File: config.mk
export PLATFORM = sky130hd
export DESIGN_NAME = motor_feedback_multiturn_tracker_flat
export DESIGN_NICKNAME = d
export VERILOG_FILES = /design/src/rtl/mft_pkg.sv /design/src/rtl/mft_if.sv /design/src/rtl/mft_ram.sv /design/src/rtl/mft_slot_update.sv /design/src/rtl/mft_result_stage.sv /design/src/rtl/motor_feedback_multiturn_tracker.sv /design/src/flat_wrapper.sv
export SDC_FILE = /design/constraint.sdc
export NUM_CORES = 2
export LEC_CHECK = 0
export ABC_CLOCK_PERIOD_IN_PS = 6900
export BUFFER_PORTS_ARGS = -buffer_cell sky130_fd_sc_hd__buf_4
export CAP_MARGIN = 5
export CORE_ASPECT_RATIO = 2
export CORE_MARGIN = 10
export CORE_UTILIZATION = 40
export DETAILED_ROUTE_END_ITERATION = 8
export GPL_TIMING_DRIVEN = 0
export PLACE_DENSITY = 0.6
export SLEW_MARGIN = 25
export SYNTH_ARGS = -nofsm -noshare
export SYNTH_HDL_FRONTEND = slang
export SYNTH_SLANG_ARGS = --single-unit
export TNS_END_PERCENT = 100
File: constraint.sdc
create_clock -name clk -period 6.9 [get_ports clk]
set_input_delay 0.345 -clock clk [delete_from_list [all_inputs] [get_ports clk]]
set_output_delay 0.345 -clock clk [all_outputs]
set_load 0.03 [all_outputs]
File: src/rtl/mft_pkg.sv
// Shared types and constants for the motor feedback multi-turn tracker.
// No dependencies.
package mft_pkg;

    localparam logic [10:0]        FIRST_ID_RESET = 11'd513;
    localparam logic signed [16:0] JUMP_LIMIT     = 17'sd4096;
    localparam int unsigned        TURN_SHIFT     = 13;   // 8192 counts per turn

    // Decoded feedback frame
    typedef struct packed {
        logic               bus;
        logic [2:0]         motor;
        logic [15:0]        angle;
        logic signed [15:0] speed;
        logic signed [15:0] current;
        logic [7:0]         temp;
    } frame_t;

    // Per-slot tracking state, one RAM word
    typedef struct packed {
        logic [15:0] prev_angle;
        logic [15:0] offset;
        logic [31:0] revs;
        logic [5:0]  count;
    } slot_state_t;

    // Updated slot, ready for total-angle assembly
    typedef struct packed {
        frame_t      frame;
        logic [31:0] revs;
        logic [15:0] offset;
        logic        cal;
    } update_t;

endpackage

File: src/rtl/mft_if.sv
// Channel interfaces of the motor feedback multi-turn tracker:
// feedback frames in, results out, configuration writes. No dependencies.
interface mft_feedback_if;
    logic        valid;
    logic        ready;
    logic        bus_index;
    logic [10:0] frame_id;
    logic [7:0]  angle_high;
    logic [7:0]  angle_low;
    logic [7:0]  speed_high;
    logic [7:0]  speed_low;
    logic [7:0]  current_high;
    logic [7:0]  current_low;
    logic [7:0]  temperature_byte;

    modport source (output valid, bus_index, frame_id, angle_high, angle_low, speed_high,
                    speed_low, current_high, current_low, temperature_byte, input ready);
    modport sink   (input valid, bus_index, frame_id, angle_high, angle_low, speed_high,
                    speed_low, current_high, current_low, temperature_byte, output ready);
endinterface

interface mft_result_if;
    logic               valid;
    logic               ready;
    logic               out_bus;
    logic [2:0]         motor_index;
    logic [15:0]        raw_angle;
    logic signed [15:0] shaft_speed;
    logic signed [15:0] motor_current;
    logic [7:0]         temperature;
    logic signed [31:0] abs_position;
    logic               calibrating;

    modport source (output valid, out_bus, motor_index, raw_angle, shaft_speed, motor_current,
                    temperature, abs_position, calibrating, input ready);
    modport sink   (input valid, out_bus, motor_index, raw_angle, shaft_speed, motor_current,
                    temperature, abs_position, calibrating, output ready);
endinterface

interface mft_cfg_if;
    logic        valid;
    logic        ready;
    logic [10:0] data;

    modport source (output valid, data, input ready);
    modport sink   (input valid, data, output ready);
endinterface

File: src/rtl/mft_ram.sv
// Generic single-write, single-read synchronous RAM, registered read data.
// Read of the address being written returns the old contents. No dependencies.
module mft_ram #(
    parameter int unsigned WIDTH  = 8,
    parameter int unsigned DEPTH  = 16,
    parameter int unsigned ADDR_W = (DEPTH > 1) ? $clog2(DEPTH) : 1
) (
    input  logic              clk,
    input  logic              we,
    input  logic [ADDR_W-1:0] waddr,
    input  logic [WIDTH-1:0]  wdata,
    input  logic              re,
    input  logic [ADDR_W-1:0] raddr,
    output logic [WIDTH-1:0]  rdata
);

    logic [WIDTH-1:0] mem [DEPTH];
    logic [WIDTH-1:0] rdata_reg;

    always_ff @(posedge clk)
    begin
        if (we)
        begin
            mem[waddr] <= wdata;
        end
        if (re)
        begin
            rdata_reg <= mem[raddr];
        end
    end

    assign rdata = rdata_reg;

endmodule

File: src/rtl/mft_slot_update.sv
// Read-modify-write of per-slot tracking state: state RAM, valid bits,
// same-slot forwarding and unwrap logic. Depends on mft_pkg and mft_ram.
module mft_slot_update
    import mft_pkg::*;
#(
    parameter int unsigned SLOTS      = 14,
    parameter int unsigned CAL_FRAMES = 50,
    parameter int unsigned SLOT_W     = (SLOTS > 1) ? $clog2(SLOTS) : 1
) (
    input  logic              clk,
    input  logic              rst_n,
    input  logic              load,      // accepted frame inside the motor window
    input  logic [SLOT_W-1:0] load_slot,
    input  frame_t            load_frame,
    output logic              load_ready,
    output logic              upd_valid,
    output update_t           upd_data,
    input  logic              upd_take
);

    logic              s1_valid_reg;
    logic [SLOT_W-1:0] s1_slot_reg;
    frame_t            s1_frame_reg;
    logic              fwd_hit_reg;
    slot_state_t       fwd_state_reg;
    logic [SLOTS-1:0]  valid_reg;
    logic              s2_valid_reg;
    update_t           s2_data_reg;

    logic              s1_fire;
    logic              s2_free;
    logic [69:0]       ram_rdata;
    slot_state_t       state_cur;
    slot_state_t       state_new;
    logic              cal;
    logic signed [16:0] delta;

    assign s2_free    = !s2_valid_reg || upd_take;
    assign s1_fire    = s1_valid_reg && s2_free;
    assign load_ready = !s1_valid_reg || s1_fire;

    mft_ram #(
        .WIDTH  ($bits(slot_state_t)),
        .DEPTH  (SLOTS),
        .ADDR_W (SLOT_W)
    ) u_state_ram (
        .clk   (clk),
        .we    (s1_fire),
        .waddr (s1_slot_reg),
        .wdata (state_new),
        .re    (load),
        .raddr (load_slot),
        .rdata (ram_rdata)
    );

    // Forwarded write wins; never-written slots read as zero.
    always_comb
    begin
        if (fwd_hit_reg)
        begin
            state_cur = fwd_state_reg;
        end
        else if (valid_reg[s1_slot_reg])
        begin
            state_cur = slot_state_t'(ram_rdata);
        end
        else
        begin
            state_cur = '0;
        end
    end

    always_comb
    begin
        cal       = (32'(state_cur.count) <= CAL_FRAMES);
        delta     = $signed({1'b0, s1_frame_reg.angle}) - $signed({1'b0, state_cur.prev_angle});
        state_new = state_cur;
        state_new.prev_angle = s1_frame_reg.angle;
        if (cal)
        begin
            state_new.count  = 6'(state_cur.count + 6'd1);
            state_new.offset = s1_frame_reg.angle;
        end
        else if (delta > JUMP_LIMIT)
        begin
            state_new.revs = state_cur.revs - 32'd1;
        end
        else if (delta < -JUMP_LIMIT)
        begin
            state_new.revs = state_cur.revs + 32'd1;
        end
    end

    always_ff @(posedge clk or negedge rst_n)
    begin
        if (!rst_n)
        begin
            s1_valid_reg <= 1'b0;
            s2_valid_reg <= 1'b0;
            fwd_hit_reg  <= 1'b0;
            valid_reg    <= '0;
        end
        else
        begin
            if (load)
            begin
                s1_valid_reg <= 1'b1;
                fwd_hit_reg  <= s1_fire && (s1_slot_reg == load_slot);
            end
            else if (s1_fire)
            begin
                s1_valid_reg <= 1'b0;
            end
            if (s1_fire)
            begin
                s2_valid_reg           <= 1'b1;
                valid_reg[s1_slot_reg] <= 1'b1;
            end
            else if (upd_take)
            begin
                s2_valid_reg <= 1'b0;
            end
        end
    end

    always_ff @(posedge clk)
    begin
        if (load)
        begin
            s1_slot_reg   <= load_slot;
            s1_frame_reg  <= load_frame;
            fwd_state_reg <= state_new;
        end
        if (s1_fire)
        begin
            s2_data_reg.frame  <= s1_frame_reg;
            s2_data_reg.revs   <= state_new.revs;
            s2_data_reg.offset <= state_new.offset;
            s2_data_reg.cal    <= cal;
        end
    end

    assign upd_valid = s2_valid_reg;
    assign upd_data  = s2_data_reg;

endmodule

File: src/rtl/mft_result_stage.sv
// Output register: assembles the wrapped total angle and holds the result
// transaction. Depends on mft_pkg and mft_if.
module mft_result_stage
    import mft_pkg::*;
(
    input  logic         clk,
    input  logic         rst_n,
    input  logic         upd_valid,
    input  update_t      upd_data,
    output logic         upd_take,
    mft_result_if.source result
);

    logic        out_valid_reg;
    update_t     out_data_reg;
    logic [31:0] total_reg;
    logic [31:0] total_next;

    assign upd_take = upd_valid && (!out_valid_reg || result.ready);

    // revs * 8192 + angle - offset, modulo 2^32
    assign total_next = (upd_data.revs << TURN_SHIFT) + {16'd0, upd_data.frame.angle}
                        - {16'd0, upd_data.offset};

    always_ff @(posedge clk or negedge rst_n)
    begin
        if (!rst_n)
        begin
            out_valid_reg <= 1'b0;
        end
        else if (upd_take)
        begin
            out_valid_reg <= 1'b1;
        end
        else if (result.ready)
        begin
            out_valid_reg <= 1'b0;
        end
    end

    always_ff @(posedge clk)
    begin
        if (upd_take)
        begin
            out_data_reg <= upd_data;
            total_reg    <= total_next;
        end
    end

    assign result.valid         = out_valid_reg;
    assign result.out_bus       = out_data_reg.frame.bus;
    assign result.motor_index   = out_data_reg.frame.motor;
    assign result.raw_angle     = out_data_reg.frame.angle;
    assign result.shaft_speed   = out_data_reg.frame.speed;
    assign result.motor_current = out_data_reg.frame.current;
    assign result.temperature   = out_data_reg.frame.temp;
    assign result.abs_position  = $signed(total_reg);
    assign result.calibrating   = out_data_reg.cal;

endmodule

File: src/rtl/motor_feedback_multiturn_tracker.sv
// Top level of the motor feedback multi-turn tracker.
// Depends on mft_pkg, mft_if, mft_ram, mft_slot_update, mft_result_stage.
//
// Tracks the absolute position of up to MOTORS_PER_BUS motors on each of BUS_COUNT
// buses from their feedback frames. A frame whose identifier lies in the window
// first_motor_id .. first_motor_id+MOTORS_PER_BUS-1 (no wrap past 2047) on a present
// bus updates that motor's slot and yields one result transaction; any other frame
// is taken and dropped. For the first CAL_FRAMES+1 frames of a slot the offset tracks
// the raw angle and the result is flagged calibrating; afterwards an angle step above
// +4096 counts one turn down and a step below -4096 one turn up. abs_position is
// turns*8192 + angle - offset, wrapping at 32 bits. Throughput is one frame per clock
// sustained while the output is not stalled: slot state lives in one synchronous RAM
// read when a frame is taken and written back from the update stage, with a
// forwarding register covering back-to-back frames for the same motor. A taken frame
// passes the RAM read, the update/write-back and the total-angle add into the output
// register. Up to three frames can be in flight, so the input takes frames while a
// result waits, until the stages fill. Slot state reads as zero after reset through
// per-slot valid bits; there is no clearing pass. first_motor_id resets to 513 and
// may be rewritten only while the block is idle; cfg.ready is always high.
module motor_feedback_multiturn_tracker
    import mft_pkg::*;
#(
    parameter int unsigned MOTORS_PER_BUS = 7,
    parameter int unsigned BUS_COUNT      = 2,
    parameter int unsigned CAL_FRAMES     = 50
) (
    input  logic           clk,
    input  logic           rst_n,
    mft_feedback_if.sink   feedback,
    mft_result_if.source   result,
    mft_cfg_if.sink        cfg
);

    localparam int unsigned SLOTS  = MOTORS_PER_BUS * BUS_COUNT;
    localparam int unsigned SLOT_W = (SLOTS > 1) ? $clog2(SLOTS) : 1;

    logic [10:0]       first_id_reg;

    logic [10:0]       id_diff;
    logic              bus_ok;
    logic              in_window;
    logic              accept;
    logic              load;
    logic [SLOT_W-1:0] slot;
    frame_t            frame;

    logic              upd_ready;
    logic              upd_valid;
    update_t           upd_data;
    logic              upd_take;

    // Configuration: single register, always ready
    assign cfg.ready = 1'b1;

    always_ff @(posedge clk or negedge rst_n)
    begin
        if (!rst_n)
        begin
            first_id_reg <= FIRST_ID_RESET;
        end
        else if (cfg.valid)
        begin
            first_id_reg <= cfg.data;
        end
    end

    // Frame decode: window check and slot number
    assign id_diff   = feedback.frame_id - first_id_reg;
    assign bus_ok    = (BUS_COUNT > 1) || (feedback.bus_index == 1'b0);
    assign in_window = bus_ok && (feedback.frame_id >= first_id_reg)
                       && (32'(id_diff) < MOTORS_PER_BUS);
    assign slot      = SLOT_W'(32'(feedback.bus_index) * MOTORS_PER_BUS + 32'(id_diff[2:0]));

    assign frame.bus     = feedback.bus_index;
    assign frame.motor   = id_diff[2:0];
    assign frame.angle   = {feedback.angle_high, feedback.angle_low};
    assign frame.speed   = $signed({feedback.speed_high, feedback.speed_low});
    assign frame.current = $signed({feedback.current_high, feedback.current_low});
    assign frame.temp    = feedback.temperature_byte;

    // Out-of-window frames are taken and dropped here.
    assign feedback.ready = upd_ready;
    assign accept         = feedback.valid && upd_ready;
    assign load           = accept && in_window;

    mft_slot_update #(
        .SLOTS      (SLOTS),
        .CAL_FRAMES (CAL_FRAMES),
        .SLOT_W     (SLOT_W)
    ) u_slot_update (
        .clk        (clk),
        .rst_n      (rst_n),
        .load       (load),
        .load_slot  (slot),
        .load_frame (frame),
        .load_ready (upd_ready),
        .upd_valid  (upd_valid),
        .upd_data   (upd_data),
        .upd_take   (upd_take)
    );

    mft_result_stage u_result_stage (
        .clk       (clk),
        .rst_n     (rst_n),
        .upd_valid (upd_valid),
        .upd_data  (upd_data),
        .upd_take  (upd_take),
        .result    (result)
    );

endmodule

File: src/flat_wrapper.sv
// flat-port wrapper written by rule: the top's interface ports become plain ports
module motor_feedback_multiturn_tracker_flat import mft_pkg::*;
#(
    parameter int unsigned MOTORS_PER_BUS = 7,
    parameter int unsigned BUS_COUNT      = 2,
    parameter int unsigned CAL_FRAMES     = 50
)
  (clk, rst_n, feedback_valid, feedback_bus_index, feedback_frame_id, feedback_angle_high, feedback_angle_low, feedback_speed_high, feedback_speed_low, feedback_current_high, feedback_current_low, feedback_temperature_byte, feedback_ready, result_valid, result_out_bus, result_motor_index, result_raw_angle, result_shaft_speed, result_motor_current, result_temperature, result_abs_position, result_calibrating, result_ready, cfg_valid, cfg_data, cfg_ready);
  mft_feedback_if feedback_i ();
  mft_result_if result_i ();
  mft_cfg_if cfg_i ();
  input  logic clk;
  input  logic rst_n;
  input wire logic [$bits(feedback_i.valid)-1:0] feedback_valid;
  input wire logic [$bits(feedback_i.bus_index)-1:0] feedback_bus_index;
  input wire logic [$bits(feedback_i.frame_id)-1:0] feedback_frame_id;
  input wire logic [$bits(feedback_i.angle_high)-1:0] feedback_angle_high;
  input wire logic [$bits(feedback_i.angle_low)-1:0] feedback_angle_low;
  input wire logic [$bits(feedback_i.speed_high)-1:0] feedback_speed_high;
  input wire logic [$bits(feedback_i.speed_low)-1:0] feedback_speed_low;
  input wire logic [$bits(feedback_i.current_high)-1:0] feedback_current_high;
  input wire logic [$bits(feedback_i.current_low)-1:0] feedback_current_low;
  input wire logic [$bits(feedback_i.temperature_byte)-1:0] feedback_temperature_byte;
  output wire logic [$bits(feedback_i.ready)-1:0] feedback_ready;
  output wire logic [$bits(result_i.valid)-1:0] result_valid;
  output wire logic [$bits(result_i.out_bus)-1:0] result_out_bus;
  output wire logic [$bits(result_i.motor_index)-1:0] result_motor_index;
  output wire logic [$bits(result_i.raw_angle)-1:0] result_raw_angle;
  output wire logic [$bits(result_i.shaft_speed)-1:0] result_shaft_speed;
  output wire logic [$bits(result_i.motor_current)-1:0] result_motor_current;
  output wire logic [$bits(result_i.temperature)-1:0] result_temperature;
  output wire logic [$bits(result_i.abs_position)-1:0] result_abs_position;
  output wire logic [$bits(result_i.calibrating)-1:0] result_calibrating;
  input wire logic [$bits(result_i.ready)-1:0] result_ready;
  input wire logic [$bits(cfg_i.valid)-1:0] cfg_valid;
  input wire logic [$bits(cfg_i.data)-1:0] cfg_data;
  output wire logic [$bits(cfg_i.ready)-1:0] cfg_ready;
  assign feedback_i.valid = feedback_valid;
  assign feedback_i.bus_index = feedback_bus_index;
  assign feedback_i.frame_id = feedback_frame_id;
  assign feedback_i.angle_high = feedback_angle_high;
  assign feedback_i.angle_low = feedback_angle_low;
  assign feedback_i.speed_high = feedback_speed_high;
  assign feedback_i.speed_low = feedback_speed_low;
  assign feedback_i.current_high = feedback_current_high;
  assign feedback_i.current_low = feedback_current_low;
  assign feedback_i.temperature_byte = feedback_temperature_byte;
  assign feedback_ready = feedback_i.ready;
  assign result_valid = result_i.valid;
  assign result_out_bus = result_i.out_bus;
  assign result_motor_index = result_i.motor_index;
  assign result_raw_angle = result_i.raw_angle;
  assign result_shaft_speed = result_i.shaft_speed;
  assign result_motor_current = result_i.motor_current;
  assign result_temperature = result_i.temperature;
  assign result_abs_position = result_i.abs_position;
  assign result_calibrating = result_i.calibrating;
  assign result_i.ready = result_ready;
  assign cfg_i.valid = cfg_valid;
  assign cfg_i.data = cfg_data;
  assign cfg_ready = cfg_i.ready;
  motor_feedback_multiturn_tracker #(.MOTORS_PER_BUS(MOTORS_PER_BUS), .BUS_COUNT(BUS_COUNT), .CAL_FRAMES(CAL_FRAMES)) u_core (.clk(clk), .rst_n(rst_n), .feedback(feedback_i), .result(result_i), .cfg(cfg_i));
endmodule
Word-level counts from Yosys, hierarchy flattened
Memories as Yosys holds them, arrays and structs flattened. A register that Yosys moved wholly into a read port is not among the register bits.
Index checks and enable logic that the tools add are counted.
{"block": "totals", "ff_bits": 352, "ram_bits": 980, "input_bits": 84, "out_inout_bits": 96, "word_cells": 88, "n_memories": 1}
{"name": "u_core.u_slot_update.u_state_ram.mem", "depth": 14, "word_bits": 70, "rd": 1, "rd_ports_with_merged_regs": 1, "write_ports": 1, "line": "mft_ram.sv:17", "rtl": "logic [WIDTH-1:0] mem [DEPTH];"}
{"block": "op_classes", "addsub": 8, "n_mul": 1, "n_lt_le_gt_ge": 7, "eq_ne": 1, "muxes": 19, "bitwise_logic": 1, "reduce_logical": 16}
{"cell": "two-way mux 70 bit", "count": 2}
{"cell": "two-way mux 32 bit", "count": 3}
{"cell": "adder 32 x 1 -> 32 bit, second input constant", "count": 1}
{"cell": "adder 32 x 16 -> 32 bit", "count": 1}
{"cell": "subtractor 32 x 1 -> 32 bit, second input constant", "count": 1}
{"cell": "subtractor 32 x 16 -> 32 bit", "count": 1}
{"cell": "greater-than comparator 17 x 14 -> 1 bit, second input constant", "count": 1}
{"cell": "less-than comparator 17 x 13 -> 1 bit, second input constant", "count": 1}
{"cell": "subtractor 16 x 16 -> 17 bit", "count": 1}
{"cell": "two-way mux 16 bit", "count": 1}
{"cell": "OR 14 bit", "count": 1}
{"cell": "greater-or-equal comparator 11 bit", "count": 1}
{"cell": "less-than comparator 11 x 3 -> 1 bit, second input constant", "count": 1}
{"cell": "subtractor 11 bit", "count": 1}
{"cell": "two-way mux 1 bit", "count": 10}
{"cell": "logical AND 1 bit", "count": 7}
{"cell": "adder 6 x 1 -> 6 bit, second input constant", "count": 1}
{"cell": "<= comparator 6 bit, second input constant", "count": 1}
{"cell": "two-way mux 6 bit", "count": 1}
{"cell": "nonzero test 2 bit", "count": 3}
{"cell": "less-than comparator 4 x 5 -> 1 bit, second input constant", "count": 1}
{"cell": "adder 4 x 3 -> 4 bit", "count": 1}
{"cell": "binary-select mux 1 bit (select 4 bit)", "count": 1}
{"cell": "demux 1 bit (select 4 bit)", "count": 1}
{"cell": "other kinds (5)", "count": 9}

Logic depth before layout (Yosys ltp)
{"block": "logic_depth", "word_depth": 9, "ltp_mapped": 24, "ltp_nobuf": 17}

By module
Synthesis repeated with hierarchy kept, for this count alone.
{"block": "unflattened", "cells_unflattened": 3057, "area_unflattened_um2": 56814.5}
{"module": "mft_ram", "n_inst": 1, "cells_per_inst": 1649, "area_each_um2": 39120.0, "seq_area_each_um2": 31530.2}
{"module": "mft_slot_update", "n_inst": 1, "cells_per_inst": 886, "area_each_um2": 11663.7, "seq_area_each_um2": 7722.4}
{"module": "mft_result_stage", "n_inst": 1, "cells_per_inst": 392, "area_each_um2": 4964.8, "seq_area_each_um2": 2817.7}
{"module": "motor_feedback_multiturn_tracker", "n_inst": 1, "cells_per_inst": 130, "area_each_um2": 1066.0, "seq_area_each_um2": 277.8}

Least setup slack after synthesis
OpenSTA, ideal clock, no wires.
{"block": "synth_path", "path_type": "register -> register", "startpoint": "register u_core.u_slot_update.s1_slot_reg[0]", "endpoint": "register u_core.u_slot_update.fwd_state_reg[7] (netlist bit) (data pin)", "setup_time_ns": 0.348, "arrival_time_ns": 5.932, "t_required_ns": 6.552, "path_slack_ns": 0.621, "stages_incl_launch_ff": 24, "path_buffers": 6, "period_less_slack_ns": 6.279, "cell_sequence": "edfxtp_1 buf_2 mux4_2 o22a_1 o21a_1 clkbuf_1 clkbuf_1 clkbuf_1 clkbuf_1 nand2_1 o21ai_0 ha_1 fa_1 nand2_1 a2111o_1 a2111oi_2 o211ai_1 or4b_1 o41a_1 o41a_1 buf_6 nand2_1 o21ai_0 a221oi_1"}
{"element": "start: declaration", "line": "mft_slot_update.sv:22", "rtl": "logic [SLOT_W-1:0] s1_slot_reg;"}
{"element": "start signal: assignment", "line": "mft_slot_update.sv:130", "rtl": "s1_slot_reg <= load_slot;"}
{"element": "end signal: assignment", "line": "mft_slot_update.sv:132", "rtl": "fwd_state_reg <= state_new;"}
{"element": "end: declaration", "line": "mft_slot_update.sv:25", "rtl": "slot_state_t fwd_state_reg;"}

==> impl_metrics.py <==
metrics = {
    "run_status": {
        "status": "completed",
    },
    "die": {
        "std_cell_rows": 178,
        "die_y_um": 506.4,
        "die_w_um": 263.2,
        "coreArea_um2": 117600,
        "start_util": 0.4024,
        "io_pins": 180,
        "die_area_um2": 133300,
    },
    "worst_setup_path": {
        "cp.required_ps": 7450,
        "crit_chain": "buf_4 > mux4_2 > o22a_1 > o21a_4 > clkbuf_8 > clkbuf_8 > nand2_1 > o21ai_0 > ha_1 > fa_1 > nand2_1 > a2111o_1 > a2111oi_2 > o211ai_1 > or4b_1 > o41a_1 > o41a_1 > buf_6 > nand2_1 > o21ai_0 > a221oi_2 > buf_4",
        "crit_family": "compound AO/OA/AOI/OAI gates",
        "endpoint_kind": "register",
        "arrival_ps": 7070,
        "worst-path-stages": 22,
        "cp_slowest_stage_delay_ps": 550,
        "r2r-end": "u_core.u_slot_update.u_state_ram.mem[6][7]",
        "rr_worst_depth": 22,
        "slowest_stage": "mux4_2",
        "crit_path_start_kind": "register",
        "r2r_start": "u_core.u_slot_update.s1_slot_reg[0]",
        "path_common_cell": "nand2_1",
        "critPathMaxFanout": 22,
        "critPathBufInv": 5,
        "r2r_slack_ps": 380,
        "worstSetupPathType": "reg2reg",
    },
    "routing": {
        "route.antenna.remaining_nets": 0,
        "dr.max_layer_used": "met4",
        "dr_wl_met2_mm": 65.76,
        "drtIter0Drc": 2293,
        "routedWlPerCell_um": 27.24,
        "drcViolationCount": 0,
        "first_pass_iters": 5,
        "wl_met1_mm": 44.48,
        "num_vias": 24640,
        "wl_met3_mm": 6.255,
        "wl_mm": 121.1,
        "viasPerCell": 5.543,
    },
    "sta": {
        "final.setup.tns_ps": 0,
        "hold_viol": 0,
        "slew_violations": 0,
        "skew_ps": 31.54,
        "relSlewSlack": 0.2735,
        "setup_viol": 0,
        "min_period_ps": 6520,
        "hold_ws_ps": 129.2,
        "post-route-period-util": 0.9449,
        "rsz0062_at_grt": "false",
        "clock.fmax_mhz": 153.4,
        "tightestPinTransition_ps": 1085,
    },
    "yosys": {
        "synth-main-ff-cell": "edfxtp_1",
        "async_flop_share": 0.02429,
        "yosysWarnings": 0,
        "yosys.area.top_type": "edfxtp_1",
        "synth.area.top_cells": "edfxtp_1 74%, mux4_2 11%, ha_1 2.0%, dfrtp_1 1.4%, mux2_2 1.4%",
        "ys_seq_area_frac": 0.7547,
        "synth_edf_count": 1165,
        "ys_ff_latch": 1194,
        "synth_nets": 2570,
        "synth_cell_type_count": 70,
        "syn-cell-area_um2": 47320,
        "syn_inst": 2402,
        "postSynthAreaPerCell_um2": 19.70,
        "post-synth-top-area-fraction": 0.7394,
    },
    "cells_and_area": {
        "final_cell_area_um2": 57260,
        "layout.cells.non_filler": 4445,
        "layout-drive-gt1-share": 0.2804,
        "seq_area_um2": 35710,
        "layout_commonest_cell": "edfxtp_1",
        "largest_reg_flops": 798,
        "layout.nets": 2998,
        "area_growth_syn_to_layout_pct": 21.01,
        "fillCellCount": 9579,
        "multi_input_area_um2": 11390,
        "final_cell_mix": "1165 x edfxtp_1, 231 x mux4_2, 186 x buf_4, 100 x clkbuf_16, 91 x inv_1",
    },
    "global_route": {
        "antenna_found_initial": 2,
        "grt_pass1_vias": 26390,
        "grt_pass1_wl_mm": 177.3,
        "grt_max_degree": 88,
        "grt-ovfl-total": 0,
        "grtUsageTotal": 0.1796,
    },
    "clock_tree": {
        "clk_pin_slew_worst_paths_ps": 70,
        "clockBufferDepth": 3,
        "tritoncts": "done",
        "numCtsBuffers": 100,
        "clockRootBuffer": "clkbuf_16",
        "cts_sinks": 1194,
        "clk_latency_ps": 730,
        "h-tree-depth": 3,
    },
    "hold_path": {
        "holdPathEnd": "u_core.u_slot_update.s1_frame_reg[57]",
        "hp-class": "in2reg",
        "whs_path_depth": 2,
        "hold_start": "feedback_frame_id[1]",
    },
    "power": {
        "power_density_nw_per_um2": 294.1,
        "p_total_mw": 16.84,
        "leakagePower_nw": 19.30,
        "p_sw_frac": 0.2430,
        "p_sw_mw": 4.092,
        "p_int_mw": 12.75,
        "peakVddDrop_v": 0.0002300,
        "p_seq_frac": 0.485,
        "power.share.clock": 0.360,
        "pwr-share-comb": 0.155,
    },
    "run": {
        "cap_violations": 0,
    },
    "place": {
        "gp_congestion": 0.8975,
        "hpwl_mm": 82.88,
        "portBuffers": 178,
        "placed_cell_area_um2": 52480,
        "dp_cells": 4178,
    },
}
-- metal layers --
metal	up-vias	global-route usage
li1	10590	-
met4	0	0.07172
met5	-	0
met1	12940	0.2015
met3	226	0.02981
met2	880	0.3331
-- cell type report --
cell class / count / share of cell area
Clock buffer: 117 / 0.04587
Clock inverter: 69 / 0.01517
Tap cell: 1530 / 0.03343
Inverter: 93 / 0.006315
Sequential cell: 1194 / 0.6237
Multi-Input combinational cell: 1024 / 0.1990
Buffer: 86 / 0.007080
Antenna cell: 1 / 0.00004370
Timing Repair Buffer: 331 / 0.06936
-- cells in the mapped netlist, types with 6 or more instances --
master	number
or2_2	16
clkbuf_1	67
edfxtp_1	1165
dfrtp_1	27
o31ai_1	9
o21ai_0	62
o211ai_1	7
and3_1	44
a21oi_1	82
mux4_2	231
xor2_1	23
nand3_1	15
mux2i_1	7
nand2_1	82
a211oi_1	7
nor3_1	12
xnor2_1	44
a31oi_1	19
nor2b_1	14
ha_1	77
inv_1	93
and2_1	6
nand4_1	10
buf_1	18
nand2b_1	9
or3_1	12
o21bai_1	6
a21o_1	24
mux2_2	59
a22oi_1	12
fa_1	7
nor2_1	60
o21a_1	11
-- worst reg2reg max path, stage by stage (launching register included) --
cell and delay, ps:
edfxtp_1 330, buf_4 190, mux4_2 550, o22a_1 310, o21a_4 250, clkbuf_8 240, clkbuf_8 230, nand2_1 90
o21ai_0 70, ha_1 220, fa_1 480, nand2_1 50, a2111o_1 400, a2111oi_2 220, o211ai_1 140, or4b_1 480
o41a_1 400, o41a_1 460, buf_6 210, nand2_1 190, o21ai_0 160, a221oi_2 410, buf_4 280
-- kinds of logic (layout without fill, tap and decap cells) --
kind of cell,count (synthesis),count (layout),synth area share
muxes,297,297,0.1255
DFF,1194,1194,0.7547
and+or+nand+nor,297,297,0.03168
xor gates and xnor gates,67,67,0.01240
adders and majority gates,84,84,0.02332
AOI/OAI and AO/OA,278,278,0.03721
buffers and inverters,184,696,0.01510
other,1,2,0.00007925
-- power by group through the flow --
stage | combinational [mW] | sequential, mW | clock [mW]
floorplan | 1.66 | 8.31 | 0
finish | 2.61 | 8.16 | 6.07
global route | 2.78 | 8.15 | 6.47
CTS | 2.64 | 8.16 | 6.20
detailed placement | 2.51 | 8.32 | 0
global placement | 2.42 | 8.32 | 0
-- metrics by stage --
stage,setup WS (ps),utilization
global placement,-4447,0.4300
finish,380.2,0.4869
floorplan,620.6,-
global route,163.0,0.4869
CTS,13.27,0.4864
detailed placement,-2021,0.4463
-- what timing repair did --
item | CTS | global route
endpoints found under the setup margin | 304 | 288
buffers inserted | 13 | 1
endpoints found under the hold margin | 98 | 0
pin swaps | 13 | 3
gates cloned | 0 | 0
hold buffers | 71 | 0
gates resized for setup | 45 | 2
-- worst max-delay path by stage --
stage | from | slack, ps | endpoint
after floorplan | u_core.u_slot_update.s1_slot_reg[0] | 620 | u_core.u_slot_update.fwd_state_reg[7]
after global placement | u_core.u_result_stage.result.valid | -4450 | u_core.u_slot_update.valid_reg[7]
after detailed placement | u_core.u_slot_update.s1_slot_reg[1] | -2020 | u_core.u_slot_update.u_state_ram.mem[12][12]
after CTS | u_core.u_slot_update.s1_slot_reg[0] | 10 | u_core.u_slot_update.upd_data[33]
after global routing | u_core.u_slot_update.s1_slot_reg[0] | 160 | u_core.u_slot_update.upd_data[33]
final | u_core.u_slot_update.s1_slot_reg[0] | 380 | u_core.u_slot_update.u_state_ram.mem[6][7]
Power figures use the tool's default switching activity.
